--- src/rtl/lbp_pkg.sv ---
// Shared types, constants and helper functions for the rotation-invariant LBP block.
// Used by every module under rtl; depends on nothing else.
package lbp_pkg;

  // Default frame limits, used as parameter defaults on the top level.
  localparam int unsigned DefMaxWidth  = 1024;
  localparam int unsigned DefMaxHeight = 1024;

  // Configuration register indexes and reset values.
  localparam int unsigned CfgIdxW    = 1;
  localparam int unsigned CfgDataW   = 11;
  localparam logic [CfgIdxW-1:0]  CFG_IMAGE_WIDTH  = 1'b0;
  localparam logic [CfgIdxW-1:0]  CFG_IMAGE_HEIGHT = 1'b1;
  localparam logic [CfgDataW-1:0] WIDTH_RESET  = 11'd128;
  localparam logic [CfgDataW-1:0] HEIGHT_RESET = 11'd168;
  localparam logic [CfgDataW-1:0] MIN_SIZE     = 11'd3;

  // Output queue depth.
  localparam int unsigned FifoDepth = 2;

  // One line store entry: the two earlier rows at the same column.
  typedef struct packed {
    logic [7:0] upper;
    logic [7:0] middle;
  } lbp_line_t;

  // One result word.
  typedef struct packed {
    logic [7:0] code;
    logic       last;
  } lbp_result_t;

  // Least of the eight 8-bit rotations of a code.
  function automatic logic [7:0] least_rotation(logic [7:0] code);
    logic [7:0] best;
    logic [7:0] cur;
    best = code;
    cur  = code;
    for (int k = 0; k < 7; k++) begin
      cur = {cur[6:0], cur[7]};
      if (cur < best) begin
        best = cur;
      end
    end
    return best;
  endfunction

endpackage

--- src/rtl/lbp_out_fifo.sv ---
// Small output queue that holds finished result words until they are taken.
// Depends on lbp_pkg for the result type and depth.
module lbp_out_fifo (
  input  logic                                   clk_i,
  input  logic                                   rst_ni,
  input  logic                                   push_i,
  input  lbp_pkg::lbp_result_t                   push_data_i,
  output logic                                   out_valid_o,
  input  logic                                   out_ready_i,
  output lbp_pkg::lbp_result_t                   out_data_o,
  output logic [$clog2(lbp_pkg::FifoDepth+1)-1:0] count_o
);
  import lbp_pkg::*;

  localparam int unsigned PtrW = (FifoDepth > 1) ? $clog2(FifoDepth) : 1;
  localparam int unsigned CntW = $clog2(FifoDepth + 1);

  lbp_result_t          mem_q [FifoDepth];
  logic [PtrW-1:0]      wr_ptr_q, wr_ptr_d;
  logic [PtrW-1:0]      rd_ptr_q, rd_ptr_d;
  logic [CntW-1:0]      count_q, count_d;
  logic                 pop;

  assign pop         = out_valid_o && out_ready_i;
  assign out_valid_o = (count_q != '0);
  assign out_data_o  = mem_q[rd_ptr_q];
  assign count_o     = count_q;

  // Pointer and fill count update.
  always_comb begin
    wr_ptr_d = wr_ptr_q;
    rd_ptr_d = rd_ptr_q;
    count_d  = count_q;
    if (push_i) begin
      wr_ptr_d = (wr_ptr_q == PtrW'(FifoDepth - 1)) ? '0 : wr_ptr_q + PtrW'(1);
    end
    if (pop) begin
      rd_ptr_d = (rd_ptr_q == PtrW'(FifoDepth - 1)) ? '0 : rd_ptr_q + PtrW'(1);
    end
    if (push_i && !pop) begin
      count_d = count_q + CntW'(1);
    end else if (pop && !push_i) begin
      count_d = count_q - CntW'(1);
    end
  end

  always_ff @(posedge clk_i or negedge rst_ni) begin
    if (!rst_ni) begin
      wr_ptr_q <= '0;
      rd_ptr_q <= '0;
      count_q  <= '0;
    end else begin
      wr_ptr_q <= wr_ptr_d;
      rd_ptr_q <= rd_ptr_d;
      count_q  <= count_d;
    end
  end

  always_ff @(posedge clk_i) begin
    if (push_i) begin
      mem_q[wr_ptr_q] <= push_data_i;
    end
  end

  // The fill count never passes the depth, and a full queue takes no word it cannot hold.
  assert property (@(posedge clk_i) disable iff (!rst_ni)
    count_q <= CntW'(FifoDepth))
    else $error("output queue count out of range");

  assert property (@(posedge clk_i) disable iff (!rst_ni)
    (count_q == CntW'(FifoDepth)) && push_i |-> pop)
    else $error("push into a full output queue");

  // A word is only handed out from a queue that holds one.
  assert property (@(posedge clk_i) disable iff (!rst_ni)
    pop |-> (count_q != '0))
    else $error("pop from an empty output queue");

endmodule

--- config.mk ---
export PLATFORM = sky130hd
export DESIGN_NAME = lbp_out_fifo
export DESIGN_NICKNAME = d
export VERILOG_FILES = /design/src/rtl/lbp_pkg.sv /design/src/rtl/lbp_out_fifo.sv
export SDC_FILE = /design/constraint.sdc
export NUM_CORES = 1
export LEC_CHECK = 0
export ABC_AREA = 1
export BUFFER_PORTS_ARGS = -buffer_cell sky130_fd_sc_hd__buf_2
export CAP_MARGIN = 25
export CORE_MARGIN = 5
export CORE_UTILIZATION = 53
export DETAILED_ROUTE_END_ITERATION = 12
export PLACE_DENSITY = 0.81
export SLEW_MARGIN = 20
export SYNTH_ARGS = -nofsm -noshare
export SYNTH_HDL_FRONTEND = slang
export SYNTH_SLANG_ARGS = --single-unit
--- constraint.sdc ---
create_clock -name clk_i -period 3.5 [get_ports clk_i]
set_clock_uncertainty 0.05 [all_clocks]
set_input_delay 0.175 -clock clk_i [delete_from_list [all_inputs] [get_ports clk_i]]
set_output_delay 0.175 -clock clk_i [all_outputs]
set_load 0.01 [all_outputs]
## Word level (Yosys, flattened, before mapping)

Memory sizes are Yosys's and may differ from the RTL's.
Index checks and enable logic that the tools add are counted.
W data, S select, Z words.

- Add/subtract/negate cells: 4
- Multiplexer cells: 6
- Reduce and logical (&&, ||, !) cells: 7

Operators with widths:

| operator | count |
|---|---|
| $mux W1 | 4 |
| $mux W2 | 2 |
| $reduce_bool A2 Y1 | 2 |
| $logic_and A1 B1 Y1 | 3 |
| $add A1 B1 Y1 const B | 2 |
| $add A2 B1 Y2 const B | 1 |
| $logic_not A1 Y1 | 2 |
| $sub A2 B1 Y2 const B | 1 |

- Register bits: 4
- Bits in writable memories: 18
- Bits of input ports: 13
- Output and inout bits: 12
- Word-level logic and storage cells: 21
- Memories kept: 1

Memories:

| name | depth | bits a word | rd ports | clocked after memory_dff | write ports | line | text |
|---|---|---|---|---|---|---|---|
| mem_q | 2 | 9 | 1 | 0 | 1 | lbp_out_fifo.sv:18 | `lbp_result_t mem_q [FifoDepth];` |

## Longest topological paths before layout

- Depth in word-level cells: 5
- Gate-level depth with buffers: 9
- Mapped depth without buffers: 9

## Worst setup path after synthesis

No wires, ideal clock.

- Path type: reg-to-reg
- Start: register count_q[0] (netlist: count_o[0])
- End: register count_q[1] (netlist: count_o[1])
- Arrival: 1,169 ps
- Required time: 3,333 ps
- Setup slack: 2,164 ps
- Cell stages (with the launch flop): 9
- Clock period less this slack: 1,336 ps
- Cell sequence: dfrtp_1 -> inv_2 -> nand2_4 -> nand2_4 -> ha_1 -> inv_1 -> nand3_1 -> nand2_1 -> nand2_1

- Longest elaborated chain between the ends: 5
- Elaborated cells on any way between the ends: 10
- Those cells by class: add/sub (2); mux (2); reduce/logical (6)

RTL lines:

| item | line | text |
|---|---|---|
| from (decl) | lbp_out_fifo.sv:21 | `logic [CntW-1:0] count_q, count_d;` |
| from (signal assigned) | lbp_out_fifo.sv:55 | `count_q <= count_d;` |
| $reduce_bool A2 Y1 (*) | lbp_out_fifo.sv:25 | `assign out_valid_o = (count_q != '0);` |
| named net out_valid_o | lbp_out_fifo.sv:8 | `output logic out_valid_o,` |
| $logic_and A1 B1 Y1 (*) | lbp_out_fifo.sv:24 | `assign pop = out_valid_o && out_ready_i;` |
| $logic_not A1 Y1 | lbp_out_fifo.sv:40 | `if (push_i && !pop) begin` |
| $logic_and A1 B1 Y1 | lbp_out_fifo.sv:40 |  |
| $mux W2 / $reduce_bool A2 Y1 (equally long branches) | -- |  |

The timed path passes the listed nets; every way through them passes the cells marked *. The select of a mux whose other input is x is not followed.
A chain may end at the register's enable or synchronous reset.

==> results.md <==
- Status: finished clean
- Die ar.: roughly 2600 um2
- Top post-synthesis cells by area: edfxtp_1, nand2_1, dfrtp_1
- Die width: a little over 50 um
- Net count after synthesis: 87
- Routability cong.: between 0.6 and 0.7
- Hpwl dp: about 1100 um
- Via count: between 600 and 700
- Commonest non-fill, non-tap cells in the layout: nand2_1, buf_2, edfxtp_1, dlygate4sd3_1, inv_1
- Slew @ Worst Pin: roughly 0.73 ns
- Fin util: 0.7492
- VDD IR-drop max: between 400 and 500 uV
- Cell Rows: 14
- Final setup margin: slightly below 2 ns
- CTS tree: done
- Worst endpoint data arrival time: ~1.4 ns
- P&R area growth vs syn: 31.29%
- Die Height: between 50 and 60 um
- F_max: about 630 MHz
- Setup CP Type: flip-flop to primary output
- Mean Syn Cell Area: around 12 um2
- Inserted Clock Buffers: 3
- Clk buf depth: 2
- Final TNS setup: 0 ns
- Vias in the first global route: around 570
- Clk pin slew, worst setup/hold paths: roughly 0.12 ns
- TritonCTS Sinks: 22
- Top delay family on crit path: flip-flops
- Setup-failing EPs final: 0
- Yosys top cell area share: 0.6145
- Drt wl/cell: approximately 14 um
- Total wire length: between 1500 and 2000 um
- Tmin final: ~1.6 ns
- GR Overflow Total: 0
- DRC Markers: 0
- WP data required: about 3.3 ns
- Vias per cell: 4.856
- Layout Nets: ~120
- Yosys reg bits: 22
- Synth unique cells: 14
- Initial core utilization: 0.5706
- Setup bufs post-CTS: 0
- Clock latency reported for the late side of the worst-skew pair: 0.30 ns
- Synth Instances: 73
- Hold_sp: push_data_i[1]
- R2r endpoint: mem_q[0][1]
- Synth area leader: edfxtp_1
- Drt pass-1 iters: 4
- Most common cell after layout, fill and taps aside: nand2_1
- H-tree level count: 1
- Root Driver: clkbuf_4
- Period utilisation layout: 0.4508
- Worst Reg-to-Reg Cells: 1
- Sequential share of the synthesized area: 0.7283
- Initial antenna violation count: 0
- Reg-to-reg slack, setup: ~2.1 ns
- Hold Path Depth: 1
- Pre-CTS WS: 2.084 ns
- Antenna violation net count after detailed routing: 0
- Leakage Power: ~0.55 nW
- CORE AREA: 1541 um2
- Most used cell along the critical path: nand2_1
- CP Capture Type: primary output
- Pwr/cell area: a little under 800 nW/um2
- DR iter-0 viols: 7
- Largest net degree at the start of global routing: 14
- Reg-to-Reg Start: wr_ptr_q
- Max Slew Vio Count: 0
- Max incr delay on CP: 0.59 ns
- RSZ-0062 raised after global routing: no
- Share of layout cells above drive strength 1: 0.3119
- Port Buf Inserts: 24
- Synthesis warning total: 0
- IO Pins: 25
- Fin area: around 1200 um2
- Synth Cell Area: approximately 880 um2
- Crit path cell chain: inv_2 > nand2_1 > nand2_1 > buf_2
- Crit-path max FO: 11
- Worst Hold Class: primary input to flip-flop
- Hold_ws: roughly 0.012 ns
- Worst path bufs/invs: 2
- Global-route wire length before repair: between 2000 and 3000 um
- Gr usage total: 0.1437
- N_diodes: 0
- Startpoint Class: flip-flop
- Slowest CP cell: dfrtp_1
- Maximum Capacitance Violations: 0
- Placement Cell Area: 1012 um2
- Worst Hold End: mem_q[1][1]
- Rel. slew slack: 0.5148
- Fin. Hold Viols: 0
## timing repair
| item | in CTS | in global routing |
|---|---|---|
| hold endpoints to repair | 14 | 4 |
| resized for setup | 0 | 0 |
| hold buffers | 6 | 3 |
## metrics by stage
step	std cells	power, mW
2_1_floorplan	73	0.5934
3_3_place_gp	112	0.6874
3_5_place_dp	112	0.7025
4_1_cts	122	0.8980
5_1_grt	125	0.9602
6_report	125	0.8934
## metal layers
layer,vias up,routed length [um],GRT usage
met4,0,12,0.05106
met3,2,74,0.02959
met2,15,956,0.2293
met1,282,706,0.1938
li1,308,-,-
met5,-,0,0
## flip-flops by register name, summed over array words and instances (netlist names)
register / flops
mem_q: 18
wr_ptr_q: 1
rd_ptr_q: 1
count_o: 2
## layout make-up
| cell class | instances | area [um2] |
|---|---|---|
| well taps | 16 | 20.02 |
| clock buffers | 3 | 22.52 |
| fillers | 111 | 386.6 |
| multi-input cells | 43 | 205.2 |
| repair buffers | 33 | 210.2 |
| clock inverters | 1 | 30.03 |
| flip-flops and latches | 22 | 640.6 |
| inverters | 7 | 26.28 |
## synth_stat cells (all sizes together)
cell and count:
buf 1, nor2 1, dfrtp 4, xor2 1
inv 7, nand3 2, xnor2 1, ha 1
edfxtp 18, nand2 36, nand4 1
## report_power, final
part           internal (mW)  switching, mW  total [mW]
clock                  0.116         0.0767       0.192
sequential             0.355         0.0448       0.400
combinational          0.117          0.184       0.301
## worst max-delay path by stage
stage / startpoint / end / depth (start not counted)
floorplan: count_o[0] / count_o[1] / 8
finish: rd_ptr_q / out_data_o[4] / 4
global route: rd_ptr_q / out_data_o[8] / 4
detailed placement: wr_ptr_q / mem_q[0][2] / 1
CTS: rd_ptr_q / out_data_o[4] / 4
global placement: wr_ptr_q / mem_q[0][1] / 1
## kinds of logic (layout without fill, tap and decap cells)
| logic type | Yosys count | in the layout | synth area share |
|---|---|---|---|
| simple gates | 40 | 40 | 0.1991 |
| flops | 22 | 22 | 0.7283 |
| buf+inv | 8 | 44 | 0.03842 |
| xor+xnor | 2 | 2 | 0.01992 |
| fa+ha+maj | 1 | 1 | 0.01422 |
No activity file was read; power rests on OpenSTA's default activity.
