<file path="src/rtl/lbp_pkg.sv">
// Shared types, constants and helper functions for the rotation-invariant LBP block.
// Used by every module under rtl; depends on nothing else.
package lbp_pkg;

  // Default frame limits, used as parameter defaults on the top level.
  localparam int unsigned DefMaxWidth  = 1024;
  localparam int unsigned DefMaxHeight = 1024;

  // Configuration register indexes and reset values.
  localparam int unsigned CfgIdxW    = 1;
  localparam int unsigned CfgDataW   = 11;
  localparam logic [CfgIdxW-1:0]  CFG_IMAGE_WIDTH  = 1'b0;
  localparam logic [CfgIdxW-1:0]  CFG_IMAGE_HEIGHT = 1'b1;
  localparam logic [CfgDataW-1:0] WIDTH_RESET  = 11'd128;
  localparam logic [CfgDataW-1:0] HEIGHT_RESET = 11'd168;
  localparam logic [CfgDataW-1:0] MIN_SIZE     = 11'd3;

  // Output queue depth.
  localparam int unsigned FifoDepth = 2;

  // One line store entry: the two earlier rows at the same column.
  typedef struct packed {
    logic [7:0] upper;
    logic [7:0] middle;
  } lbp_line_t;

  // One result word.
  typedef struct packed {
    logic [7:0] code;
    logic       last;
  } lbp_result_t;

  // Least of the eight 8-bit rotations of a code.
  function automatic logic [7:0] least_rotation(logic [7:0] code);
    logic [7:0] best;
    logic [7:0] cur;
    best = code;
    cur  = code;
    for (int k = 0; k < 7; k++) begin
      cur = {cur[6:0], cur[7]};
      if (cur < best) begin
        best = cur;
      end
    end
    return best;
  endfunction

endpackage

</file>
<file path="src/rtl/lbp_window.sv">
// 3x3 pixel window and the comparison code with its least rotation.
// Depends on lbp_pkg for least_rotation.
module lbp_window (
  input  logic       clk_i,
  input  logic       rst_ni,
  input  logic       shift_i,
  input  logic [7:0] upper_i,
  input  logic [7:0] middle_i,
  input  logic [7:0] pixel_i,
  output logic [7:0] code_o
);
  import lbp_pkg::*;

  logic [7:0] win_q [9];
  logic [7:0] win_d [9];
  logic [7:0] raw_code;
  logic [7:0] ctr;

  // Shift the three rows left and load the new column on the right.
  always_comb begin
    win_d[0] = win_q[1];
    win_d[1] = win_q[2];
    win_d[2] = upper_i;
    win_d[3] = win_q[4];
    win_d[4] = win_q[5];
    win_d[5] = middle_i;
    win_d[6] = win_q[7];
    win_d[7] = win_q[8];
    win_d[8] = pixel_i;
  end

  always_ff @(posedge clk_i or negedge rst_ni) begin
    if (!rst_ni) begin
      for (int i = 0; i < 9; i++) begin
        win_q[i] <= 8'd0;
      end
    end else if (shift_i) begin
      for (int i = 0; i < 9; i++) begin
        win_q[i] <= win_d[i];
      end
    end
  end

  // Neighbors clockwise from top-left, each strictly above the center.
  always_comb begin
    ctr         = win_d[4];
    raw_code[0] = win_d[0] > ctr;
    raw_code[1] = win_d[1] > ctr;
    raw_code[2] = win_d[2] > ctr;
    raw_code[3] = win_d[5] > ctr;
    raw_code[4] = win_d[8] > ctr;
    raw_code[5] = win_d[7] > ctr;
    raw_code[6] = win_d[6] > ctr;
    raw_code[7] = win_d[3] > ctr;
  end

  assign code_o = least_rotation(raw_code);

endmodule

</file>
<file path="config.mk">
export PLATFORM = sky130hd
export DESIGN_NAME = lbp_window
export DESIGN_NICKNAME = d
export VERILOG_FILES = /design/src/rtl/lbp_pkg.sv /design/src/rtl/lbp_window.sv
export SDC_FILE = /design/constraint.sdc
export NUM_CORES = 1
export LEC_CHECK = 0
export BUFFER_PORTS_ARGS = -buffer_cell sky130_fd_sc_hd__buf_2
export CORE_MARGIN = 3
export CORE_UTILIZATION = 35
export CTS_CLUSTER_DIAMETER = 60
export DETAILED_ROUTE_END_ITERATION = 10
export PLACE_DENSITY = 0.47
export SKIP_LAST_GASP = 1
export SLEW_MARGIN = 30
export SYNTH_ARGS = -nofsm -noshare
export SYNTH_HDL_FRONTEND = slang
export SYNTH_SLANG_ARGS = --single-unit
</file>
<file path="constraint.sdc">
create_clock -name clk_i -period 26.3 [get_ports clk_i]
set_clock_uncertainty 0.1 [all_clocks]
set_input_delay 1.315 -clock clk_i [delete_from_list [all_inputs] [get_ports clk_i]]
set_output_delay 1.315 -clock clk_i [all_outputs]
set_load 0.03 [all_outputs]
</file>
### Yosys cells after proc, flatten, opt, wreduce, memory -nomap -nowiden

Index checks and enable logic that the tools add are counted.

* register bits after elaboration: 48
* input bits: 27
* output and inout bits: 8
* logic and storage cells: 28

* $lt $le $gt $ge: 15
* muxes and demuxes: 7

Operator list (number)
* $gt A8 B8 Y1: 8
* $lt A8 B8 Y1: 7
* $mux W8: 7

### Depth between registers and ports, before layout

Gate-level depths: netlist of the first run.

* depth in word-level cells: 15
* depth in mapped cells: 74
* gate-level depth less buffers: 70

### Worst setup path before layout of the first run

No wires, ideal clock.

* path kind: input-to-output
* from: input port middle_i[1]
* to: output port code_o[1]
* data arrival time: 14.001 ns
* required time: 24.885 ns
* path slack: 10.884 ns
* cell stages on the path: 68
* buffers on the path: 4
* cell sequence: ha_1 -> nor2b_1 -> o21a_1 -> o21ai_0 -> nand2b_1 -> a21oi_1 -> o21ai_0 -> o21a_1 -> clkbuf_1 -> inv_1 -> ha_1 -> a21oi_2 -> a21oi_1 -> nor2_1 -> mux2i_1 -> ha_1 -> a21oi_1 -> o21a_1 -> [... 32 more ...] -> a21o_1 -> a21oi_1 -> nand2_1 -> a41oi_1 -> nor3_1 -> or2_1 -> ha_1 -> a21o_1 -> a21oi_1 -> nor2_1 -> nor2_1 -> nand2_1 -> nor2_1 -> nand3_1 -> o21ai_0 -> or2_1 -> buf_2 -> o31ai_1

* word-level cells in the longest chain between the ends: 15

RTL lines
* start: declaration: RTL line lbp_window.sv:8 `input logic [7:0] middle_i,`
* $gt A8 B8 Y1 *: RTL line lbp_window.sv:50 `raw_code[3] = win_d[5] > ctr;`
* $lt A8 B8 Y1: RTL line lbp_pkg.sv:41 `if (cur < best) begin`
* $mux W8: RTL line lbp_pkg.sv:41
* $lt A8 B8 Y1: RTL line lbp_pkg.sv:41
* $mux W8: RTL line lbp_pkg.sv:41
* $lt A8 B8 Y1: RTL line lbp_pkg.sv:41
* $mux W8: RTL line lbp_pkg.sv:41
* $lt A8 B8 Y1: RTL line lbp_pkg.sv:41
* $mux W8: RTL line lbp_pkg.sv:41
* $lt A8 B8 Y1: RTL line lbp_pkg.sv:41
* $mux W8: RTL line lbp_pkg.sv:41
* $lt A8 B8 Y1: RTL line lbp_pkg.sv:41
* $mux W8: RTL line lbp_pkg.sv:41
* $lt A8 B8 Y1: RTL line lbp_pkg.sv:41
* $mux W8 *: RTL line lbp_pkg.sv:41
* end: declaration: RTL line lbp_window.sv:10 `output logic [7:0] code_o`

Mark *: on every way between the ends. The rest lies on a longest branch, timed or not.

### Worst setup path in the final report of the first run

* from: register win_q (netlist bit ctr[6])
* to: output port code_o[0]

* word-level cells in the longest chain between the ends: 15
* elaborated cells between the ends (all ways): 22
* those cells by class: order compare: 15; mux: 7

RTL lines
* start: declaration: RTL line lbp_window.sv:14 `logic [7:0] win_q [9];`
* start signal: indexed assignment: RTL line lbp_window.sv:39 `win_q[i] <= win_d[i];`
* $gt A8 B8 Y1, or another cell as far along: RTL line lbp_window.sv:54 `raw_code[7] = win_d[3] > ctr;`
* $lt A8 B8 Y1: RTL line lbp_pkg.sv:41
* $mux W8: RTL line lbp_pkg.sv:41
* $lt A8 B8 Y1: RTL line lbp_pkg.sv:41
* $mux W8: RTL line lbp_pkg.sv:41
* $lt A8 B8 Y1: RTL line lbp_pkg.sv:41
* $mux W8: RTL line lbp_pkg.sv:41
* $lt A8 B8 Y1: RTL line lbp_pkg.sv:41
* $mux W8: RTL line lbp_pkg.sv:41
* $lt A8 B8 Y1: RTL line lbp_pkg.sv:41
* $mux W8: RTL line lbp_pkg.sv:41
* $lt A8 B8 Y1: RTL line lbp_pkg.sv:41
* $mux W8: RTL line lbp_pkg.sv:41
* $lt A8 B8 Y1: RTL line lbp_pkg.sv:41
* $mux W8 *: RTL line lbp_pkg.sv:41

Marked as above.

==> results of run 1 <==
-- cells in the final DEF, fill, tap and decap left out, types with 6 or more instances in the layout --
cell	count
nor3_1	16
o21a_1	8
dfrtp_1	48
nand4_1	8
o31ai_1	8
mux2_2	51
nand2_1	35
o211ai_1	6
nor2_1	25
a21oi_1	43
nor2b_1	12
mux2i_1	15
and2_1	6
o21ai_0	41
or2_1	10
inv_1	32
a21o_1	21
buf_2	34
ha_1	107
nand2b_1	6
nand3_1	24
-- sequential cells by signal (all words and copies together), names as in the netlist --
| name | flops |
|---|---|
| ctr | 8 |
| win_d | 40 |
-- per-stage QoR --
step           hold WS [ns]  instance area [sq um]
2_1_floorplan         0.350                   5570
3_3_place_gp          0.366                   5950
3_5_place_dp          0.380                   5950
4_1_cts               0.398                   6100
5_1_grt               0.426                   6100
6_report              0.389                   6100
-- Yosys cell counts (all sizes together) (12+ instances only) --
cell type  number
mux2i          15
nor3           16
nand3          24
dfrtp          48
a21oi          47
a21o           21
inv            34
nand2          35
mux2           53
ha            107
o21ai          43
nor2           25
nor2b          12
-- metal layers --
metal / GRT usage (%) / up-vias
met3: 2.06 / 20
met5: 0 / -
met4: 3.70 / 0
met2: 29.4 / 102
li1: - / 2329
met1: 21.9 / 2256
-- cells by family after synthesis --
logic type | after synthesis | share of synthesized area (%)
AOI/OAI and AO/OA | 175 | 22.0
xor gates and xnor gates | 1 | 0.157
adders and majority gates | 107 | 24.0
buffers and inverters | 53 | 4.04
DFF | 48 | 21.5
muxes | 68 | 13.5
and+or+nand+nor | 155 | 14.7
-- worst paths after layout --
| path | start | to | slack [ns] | cells after the start |
|---|---|---|---|---|
| worst max-delay path | ctr[6]$_DFFE_PN0P_ | code_o[0] | 8.99 | 61 |
| worst min-delay path | win_d[56]$_DFFE_PN0P_ | win_d[64]$_DFFE_PN0P_ | 0.39 | 2 |
| worst max register to register | ctr[1]$_DFFE_PN0P_ | ctr[1]$_DFFE_PN0P_ | 25.12 | 2 |
| worst min register to register | win_d[56]$_DFFE_PN0P_ | win_d[64]$_DFFE_PN0P_ | 0.39 | 2 |
| max in group asynchronous | rst_ni | win_d[63]$_DFFE_PN0P_ | 24.65 | 2 |
| min in group asynchronous | rst_ni | ctr[1]$_DFFE_PN0P_ | 1.01 | 2 |
-- layout make-up --
type | instances | area share [%]
multi-input combinational | 506 | 68.0
sequential | 48 | 19.7
tap | 211 | 4.33
timing repair buffer | 39 | 3.41
inverter | 34 | 2.09
clock buffer | 5 | 2.05
clock inverter | 3 | 0.431
-- worst register-to-register path, stage by stage, from the launching register on --
cell     delay, ns
dfrtp_1       0.40
inv_1         0.35
o21ai_0       0.18
==> out/summary.txt, run 1 <==
number of I/O port buffers = 34
arrival time at the worst endpoint = 15.90 ns
Sinks on Clock Net = 48
period utilisation layout = 65.8%
worst-case headroom to the max-slew limit = 46.5%
largest fanout on the critical path = 16
Top Metal Used = met4
result of the run = completed
yosys synthesis warning count = 0
library cell occupying the most area in the post-synthesis netlist = ha_1
endpoint class of the critical path = output pin
sequential standard cell area = 0.00120 sq mm
FF+latch count, synth = 48
net count after synthesis = 741
pin count of the biggest net entering global routing = 61
share of flip-flops with an asynchronous set or reset = 100%
DRC errors left = 0
Routed Antenna Nets = 0
number of gates resized after cts = 0
critical-path cell with the highest stage delay = or2_1
Layout area overhead = 9.43%
Most used DFF post-synth = dfrtp_1
post-route non-filler standard cell count = 846
data required time at the worst endpoint = 24.89 ns
synth unique cells = 64
met2 routed wirelength = 6910 microns
clock-pin slew of the registers on the worst-case setup and hold paths = 0.07 ns
clock buffers created by TritonCTS = 5
H-Tree Depth = 2
cell mode on critical path = ha_1
Multi-input gate area = 0.00415 sq mm
clk_lat worst skew = 0.29 ns
slew of the pin with the lowest slew margin = 0.802 ns
proportion of netlist area held by the largest area contributor = 24.0%
initial antenna violation count = 0
final weighted congestion in routability-driven placement = 0.852
synthesized area per cell = 9.18 sq um
full die area = 0.0175 sq mm
placeable core area = 0.0154 sq mm
fraction of layout cells with a size suffix above 1 = 19.7%
minimum setup slack in the final design = 8.99 ns
DP Worst Slack = 9.21 ns
number of violations of the max-capacitance limit = 0
Max Transition Viols Final = 0
post-layout net count = 768
routed via count = 4707
Hold Path Class = reg -> reg
Post-Route Setup TNS = 0 ns
startpoint class of the critical path = flip-flop
buffer and inverter count on the worst path = 4
violation count after the first detailed-routing iteration = 212
number of enable-type register cells in the synthesized netlist = 0
number of buffers inserted by hold repair at cts = 0
all-layer global routing usage = 16.7%
HPWL after detailed placement = 11000 microns
post-synthesis sequential area ratio = 21.5%
routed wire length per instance = 17.2 microns
gate count after technology mapping = 607
number of placed cells counting well taps = 838
post-synthesis instance area = 0.00557 sq mm
die boundary width = 132 microns
CTS tree = done
Post-Route WL = 14600 microns
clock root buffer master = clkbuf_16
Routed met3 length = 495 microns
ant diodes = 0
total I/O pin count = 35
Critical Setup Path Class = reg -> out
number of global-route vias before repair = 4734
Final setup viols = 0
cell type group with the largest total delay on the critical path = compound AO/OA/AOI/OAI gates
Chip Height = 132 microns
highest achievable clock rate = 0.0578 GHz
min Tclk post-route = 17.31 ns
initial cell density of the core = 36.3%
Core Util, Final = 39.7%
Pre-Repair DR Iteration Count = 4
total congestion overflow = 0
Avg Vias per Cell = 5.56
buffer depth of the longest clock path = 2
first-pass GRT wire length = 24200 microns
Final Hold Viols = 0
biggest area contributors in the synthesized netlist = ha_1 (24%), dfrtp_1 (22%), mux2_2 (10%), a21oi_1 (3.9%), o21ai_0 (3.7%)
critical path's largest stage delay = 0.69 ns
Fill cells = 1542
metal1 wirelength = 6970 microns
Placement Rows = 45
number of setup buffers added after CTS = 0
RSZ-0062 raised after global routing = false
Power of run 1 is left out: the tool's default activity adds up to more than one toggle a clock period on the data nets, which glitch-free logic cannot reach.
==> inputs of run 2 (changes only) <==
--- a/config.mk
+++ b/config.mk
@@ -5,6 +5,7 @@
 export SDC_FILE = /design/constraint.sdc
 export NUM_CORES = 1
 export LEC_CHECK = 0
+export ABC_AREA = 1
 export BUFFER_PORTS_ARGS = -buffer_cell sky130_fd_sc_hd__buf_2
 export CORE_MARGIN = 3
 export CORE_UTILIZATION = 35
==> constraint.sdc (replaced) <==
create_clock -name clk_i -period 16.9 [get_ports clk_i]
set_clock_uncertainty 0.1 [all_clocks]
set_input_delay 0.845 -clock clk_i [delete_from_list [all_inputs] [get_ports clk_i]]
set_output_delay 0.845 -clock clk_i [all_outputs]
set_load 0.03 [all_outputs]
==> out/summary.txt, run 2 <==
number of violations of the max-capacitance limit = 0
worst-case register-to-register setup slack = 15.74 ns
number of global-route vias before repair = 4495
Layout area overhead = 10.0%
die boundary width = 126 microns
fraction of layout cells with a size suffix above 1 = 9.84%
final weighted congestion in routability-driven placement = 0.796
Avg Vias per Cell = 4.95
number of I/O port buffers = 34
Sinks on Clock Net = 48
initial antenna violation count = 0
leading post-synthesis cells by instance count = nand2_1 (198), ha_1 (107), inv_1 (77)
number of gates resized after cts = 0
Placement Rows = 43
post-synthesis instance area = 0.00507 sq mm
number of buffers inserted by hold repair at cts = 0
share of flip-flops with an asynchronous set or reset = 100%
Critical Setup Path Class = reg -> out
commonest cells after routing, fill and taps aside = nand2_1 (198), ha_1 (107), inv_1 (77), o21ai_0 (65), nor2_1 (58)
first-pass GRT wire length = 22000 microns
Final setup viols = 0
slew of the pin with the lowest slew margin = 0.862 ns
synthesized area per cell = 7.03 sq um
data required time at the worst endpoint = 15.95 ns
routed via count = 4613
Post-Route WL = 12700 microns
Max Transition Viols Final = 0
clk_lat worst skew = 0.29 ns
clock root buffer master = clkbuf_16
cell mode on critical path = ha_1
startpoint class of the critical path = flip-flop
Post-Route Setup TNS = 0 ns
synth unique cells = 28
most used standard cell by instance count after synthesis = nand2_1
period utilisation layout = 80.4%
endpoint class of the critical path = output pin
launch point of the worst reg-to-reg path = ctr[6]$_DFFE_PN0P_
gate count after technology mapping = 722
pin count of the biggest net entering global routing = 97
Final Hold Viols = 0
library cell occupying the most area in the post-synthesis netlist = ha_1
ant diodes = 0
biggest area contributors in the synthesized netlist = ha_1 (26%), dfrtp_1 (24%), nand2_1 (15%), o21ai_0 (6.4%), inv_1 (5.7%)
Worst Reg-to-Reg Cells = 2
RSZ-0062 raised after global routing = false
Hold Path Class = reg -> reg
Routed Antenna Nets = 0
HPWL after detailed placement = 9690 microns
proportion of netlist area held by the largest area contributor = 26.4%
all-layer global routing usage = 16.6%
yosys synthesis warning count = 0
full die area = 0.0160 sq mm
total I/O pin count = 35
post-synthesis sequential area ratio = 23.7%
clock-pin slew of the registers on the worst-case setup and hold paths = 0.07 ns
arrival time at the worst endpoint = 12.65 ns
initial cell density of the core = 36.1%
net count after synthesis = 856
clock buffers created by TritonCTS = 5
CTS tree = done
total congestion overflow = 0
placeable core area = 0.0140 sq mm
worst-case headroom to the max-slew limit = 42.5%
Chip Height = 126 microns
buffer depth of the longest clock path = 2
number of enable-type register cells in the synthesized netlist = 0
critical path's largest stage delay = 0.64 ns
Pre-Repair DR Iteration Count = 6
post-layout net count = 886
end point of the critical path = code_o[0]
routed wire length per instance = 13.7 microns
Most used DFF post-synth = dfrtp_1
min Tclk post-route = 13.59 ns
number of setup buffers added after CTS = 0
result of the run = completed
H-Tree Depth = 2
max FFs per register = 40
largest fanout on the critical path = 15
highest achievable clock rate = 0.0736 GHz
worst setup path start = ctr[6]$_DFFE_PN0P_
most common cell after layout, fill and taps aside = nand2_1
violation count after the first detailed-routing iteration = 270
capturing point of the worst reg2reg path = ctr[6]$_DFFE_PN0P_
FF+latch count, synth = 48
critical-path cell with the highest stage delay = o31ai_1
DRC errors left = 0
run 2: cell count changes after synthesis, moves of 20 or more:
| cell | change |
|---|---|
| nand2_1 | +163 |
| mux2_2 | -51 |
| inv_1 | +45 |
| nor2_1 | +33 |
| o21ai_0 | +24 |
| a21o_1 | -20 |
run 2: worst min-delay path by stage:
stage	from	endpoint	slack, ns	cells after the start
after detailed placement	win_d[56]$_DFFE_PN0P_	win_d[64]$_DFFE_PN0P_	0.38	2
after global placement	win_d[56]$_DFFE_PN0P_	win_d[64]$_DFFE_PN0P_	0.37	2
final	win_d[56]$_DFFE_PN0P_	win_d[64]$_DFFE_PN0P_	0.38	2
after global routing	win_d[56]$_DFFE_PN0P_	win_d[64]$_DFFE_PN0P_	0.42	2
after floorplan	win_d[8]$_DFFE_PN0P_	win_d[16]$_DFFE_PN0P_	0.35	2
after CTS	win_d[56]$_DFFE_PN0P_	win_d[64]$_DFFE_PN0P_	0.39	2
run 2: layer usage:
layer  up-vias  global-route usage [%]  routed length (microns)
li1       2459                       -                        -
met3         7                    2.44                      512
met5         -                       0                        0
met4         0                    2.78                       71
met1      2075                    24.4                     6710
met2        72                    26.1                     5440
run 2: cell type report:
cell class,count,area [sq um]
sequential,48,1200
inverter,85,319
multi-input combinational,572,3490
clock inverter,1,5.00
clock buffer,6,129
timing repair buffer,40,215
tap,180,225
fill,1497,8460
run 2: kinds of logic (layout without fill, tap and decap cells):
logic type,count (synthesis),after routing,share of synthesized area [%]
flip-flops,48,48,23.7
AND/OR/NAND/NOR,317,317,26.0
adder cells (fa/ha/maj),107,107,26.4
buffers and inverters,102,132,7.67
AO/OA/AOI/OAI,148,148,16.2
run 2: through the flow:
step           area (sq um)  hold WS, ns  instances  utilization, %  setup WS [ns]
3_3_place_gp           5440        0.369        925            38.8           3.35
2_1_floorplan          5070        0.350        722               -           4.46
5_1_grt                5580        0.424        932            39.7           1.92
3_5_place_dp           5440        0.378        925            38.8           2.97
4_1_cts                5580        0.393        932            39.7           2.92
6_report               5580        0.385        932            39.7           3.31
run 2: worst max-delay path: cells and delay by family, from the launching register on:
kind	cells	cell delay (ns)
compound gates	20	6.03
flops	1	0.37
fa+ha+maj	8	2.34
buf+inv	5	1.14
simple gates	19	2.41
Power of run 2 is left out for the same reason.
==> inputs of run 3 (changes only) <==
--- a/config.mk
+++ b/config.mk
@@ -5,13 +5,13 @@
 export SDC_FILE = /design/constraint.sdc
 export NUM_CORES = 1
 export LEC_CHECK = 0
-export ABC_AREA = 1
+export ABC_AREA = 0
 export BUFFER_PORTS_ARGS = -buffer_cell sky130_fd_sc_hd__buf_2
 export CORE_MARGIN = 3
 export CORE_UTILIZATION = 35
 export CTS_CLUSTER_DIAMETER = 60
 export DETAILED_ROUTE_END_ITERATION = 10
-export PLACE_DENSITY = 0.47
+export PLACE_DENSITY = 0.49
 export SKIP_LAST_GASP = 1
 export SLEW_MARGIN = 30
 export SYNTH_ARGS = -nofsm -noshare
==> constraint.sdc (replaced) <==
create_clock -name clk_i -period 11.5 [get_ports clk_i]
set_clock_uncertainty 0.1 [all_clocks]
set_input_delay 0.575 -clock clk_i [delete_from_list [all_inputs] [get_ports clk_i]]
set_output_delay 0.575 -clock clk_i [all_outputs]
set_load 0.03 [all_outputs]
==> out/summary.txt, run 3 (synthesized netlist as in run 1, its figures left out) <==
number of violations of the max-capacitance limit = 0
post-route non-filler standard cell count = 1049
Placement Rows = 45
clock buffers created by TritonCTS = 5
most common cell after layout, fill and taps aside = buf_4
fraction of layout cells with a size suffix above 1 = 53.6%
failing checks = setup timing
number of I/O port buffers = 34
full die area = 0.0175 sq mm
clk_lat worst skew = 0.29 ns
Multi-input gate area = 0.00503 sq mm
ant diodes = 0
Max Transition Viols Final = 0
post-layout net count = 971
Final Hold Viols = 0
sequential standard cell area = 0.00120 sq mm
final weighted congestion in routability-driven placement = 0.845
startpoint class of the critical path = flip-flop
Critical Setup Path Class = reg -> out
die boundary width = 132 microns
total congestion overflow = 0
routed via count = 5449
first-pass GRT wire length = 28100 microns
H-Tree Depth = 2
period utilisation layout = 113%
Chip Height = 132 microns
Layout area overhead = 55.9%
commonest cells after routing, fill and taps aside = buf_4 (198), ha_1 (79), dfrtp_1 (47), mux2_2 (40), nand2_1 (32)
slew of the pin with the lowest slew margin = 0.666 ns
largest fanout on the critical path = 7
Hold Path Class = in -> async
Core Util, Final = 56.5%
violation count after the first detailed-routing iteration = 157
HPWL after detailed placement = 13300 microns
pin count of the biggest net entering global routing = 61
initial antenna violation count = 0
Fill cells = 1388
clock root buffer master = clkbuf_16
routed wire length per instance = 16.4 microns
total I/O pin count = 35
RSZ-0062 raised after global routing = true
buffer depth of the longest clock path = 2
highest achievable clock rate = 0.0767 GHz
Sinks on Clock Net = 48
number of placed cells counting well taps = 1006
critical path's largest stage delay = 0.39 ns
Post-Route WL = 17200 microns
worst-case headroom to the max-slew limit = 55.6%
endpoint class of the critical path = output pin
Avg Vias per Cell = 5.19
all-layer global routing usage = 19.3%
Final setup viols = 8
Pre-Repair DR Iteration Count = 4
data required time at the worst endpoint = 10.83 ns
max FFs per register = 40
number of buffers inserted by hold repair at cts = 0
critical-path cell with the highest stage delay = dfrtp_1
clock-pin slew of the registers on the worst-case setup and hold paths = 0.07 ns
placeable core area = 0.0154 sq mm
cell mode on critical path = ha_4
minimum setup slack in the final design = -1.54 ns
CTS tree = done
worst-case register-to-register setup slack = 10.29 ns
initial cell density of the core = 36.3%
min Tclk post-route = 13.04 ns
DRC errors left = 0
result of the run = complete, but fails checks
arrival time at the worst endpoint = 12.36 ns
Routed Antenna Nets = 0
number of global-route vias before repair = 5700
-- run 3: cell types whose count changed in the layout (fill, tap and decap cells not counted), sizes merged, moves of 12 or more --
cell   change
nand3     -12
o21ai     -24
nor2      -33
inv       -49
nor2b     +12
mux2i     +15
a21o      +20
nand2    -182
mux2      +53
buf      +202
nor3      +15
-- run 3: timing repair --
item,in CTS,in global routing
gates resized for setup,58,87
setup buffers,17,18
pin swaps,41,52
gates cloned,0,0
endpoints found under the setup margin,8,8
-- run 3: critical path, delay by kind of cell, from the launching register on --
kind                       cells  cell delay (ns)
adders and majority gates      8             1.99
AOI/OAI and AO/OA             26             4.29
muxes                          5             1.51
and+or+nand+nor               21             2.79
buffers and inverters          9             1.07
DFF                            1             0.39
-- run 3: layout make-up --
class | instances | share of cell area, %
inverter | 34 | 1.70
tap | 211 | 3.04
multi-input combinational | 506 | 57.9
clock buffer | 6 | 1.60
clock inverter | 2 | 0.446
timing repair buffer | 242 | 21.5
sequential | 48 | 13.8
-- run 3: worst paths after layout --
kind	from	end	cells past startpoint
hold / removal	rst_ni	win_d[42]$_DFFE_PN0P_	1
setup / recovery	ctr[3]$_DFFE_PN0P_	code_o[0]	69
min in group clk_i	upper_i[0]	win_d[56]$_DFFE_PN0P_	3
max in group asynchronous	rst_ni	ctr[0]$_DFFE_PN0P_	1
setup reg to reg	ctr[0]$_DFFE_PN0P_	ctr[0]$_DFFE_PN0P_	3
hold reg to reg	win_d[68]$_DFFE_PN0P_	win_d[68]$_DFFE_PN0P_	1
-- run 3: through the flow --
stage | instance area, sq um | hold WS, ns | worst slack (ns) | setup TNS, ns
floorplan | 5950 | 0.179 | -1.15 | -9.00
global placement | 7590 | 0.399 | -1.53 | -11.97
detailed placement | 7590 | 0.404 | -1.66 | -13.06
CTS | 8160 | 0.214 | -1.54 | -12.11
global route | 8690 | 0.240 | -2.08 | -16.31
finish | 8690 | 0.182 | -1.54 | -11.91
-- run 3: metal layers --
layer / routed length [microns] / up-vias / global-route usage (%) / part of all wire, %
met5: 0 / - / 0 / 0
met3: 367 / 21 / 1.68 / 2.1
met1: 7780 / 2605 / 24.7 / 45
met4: 314 / 0 / 3.98 / 1.8
met2: 8730 / 79 / 35.3 / 51
li1: - / 2744 / - / -
Power of run 3 is left out for the same reason.
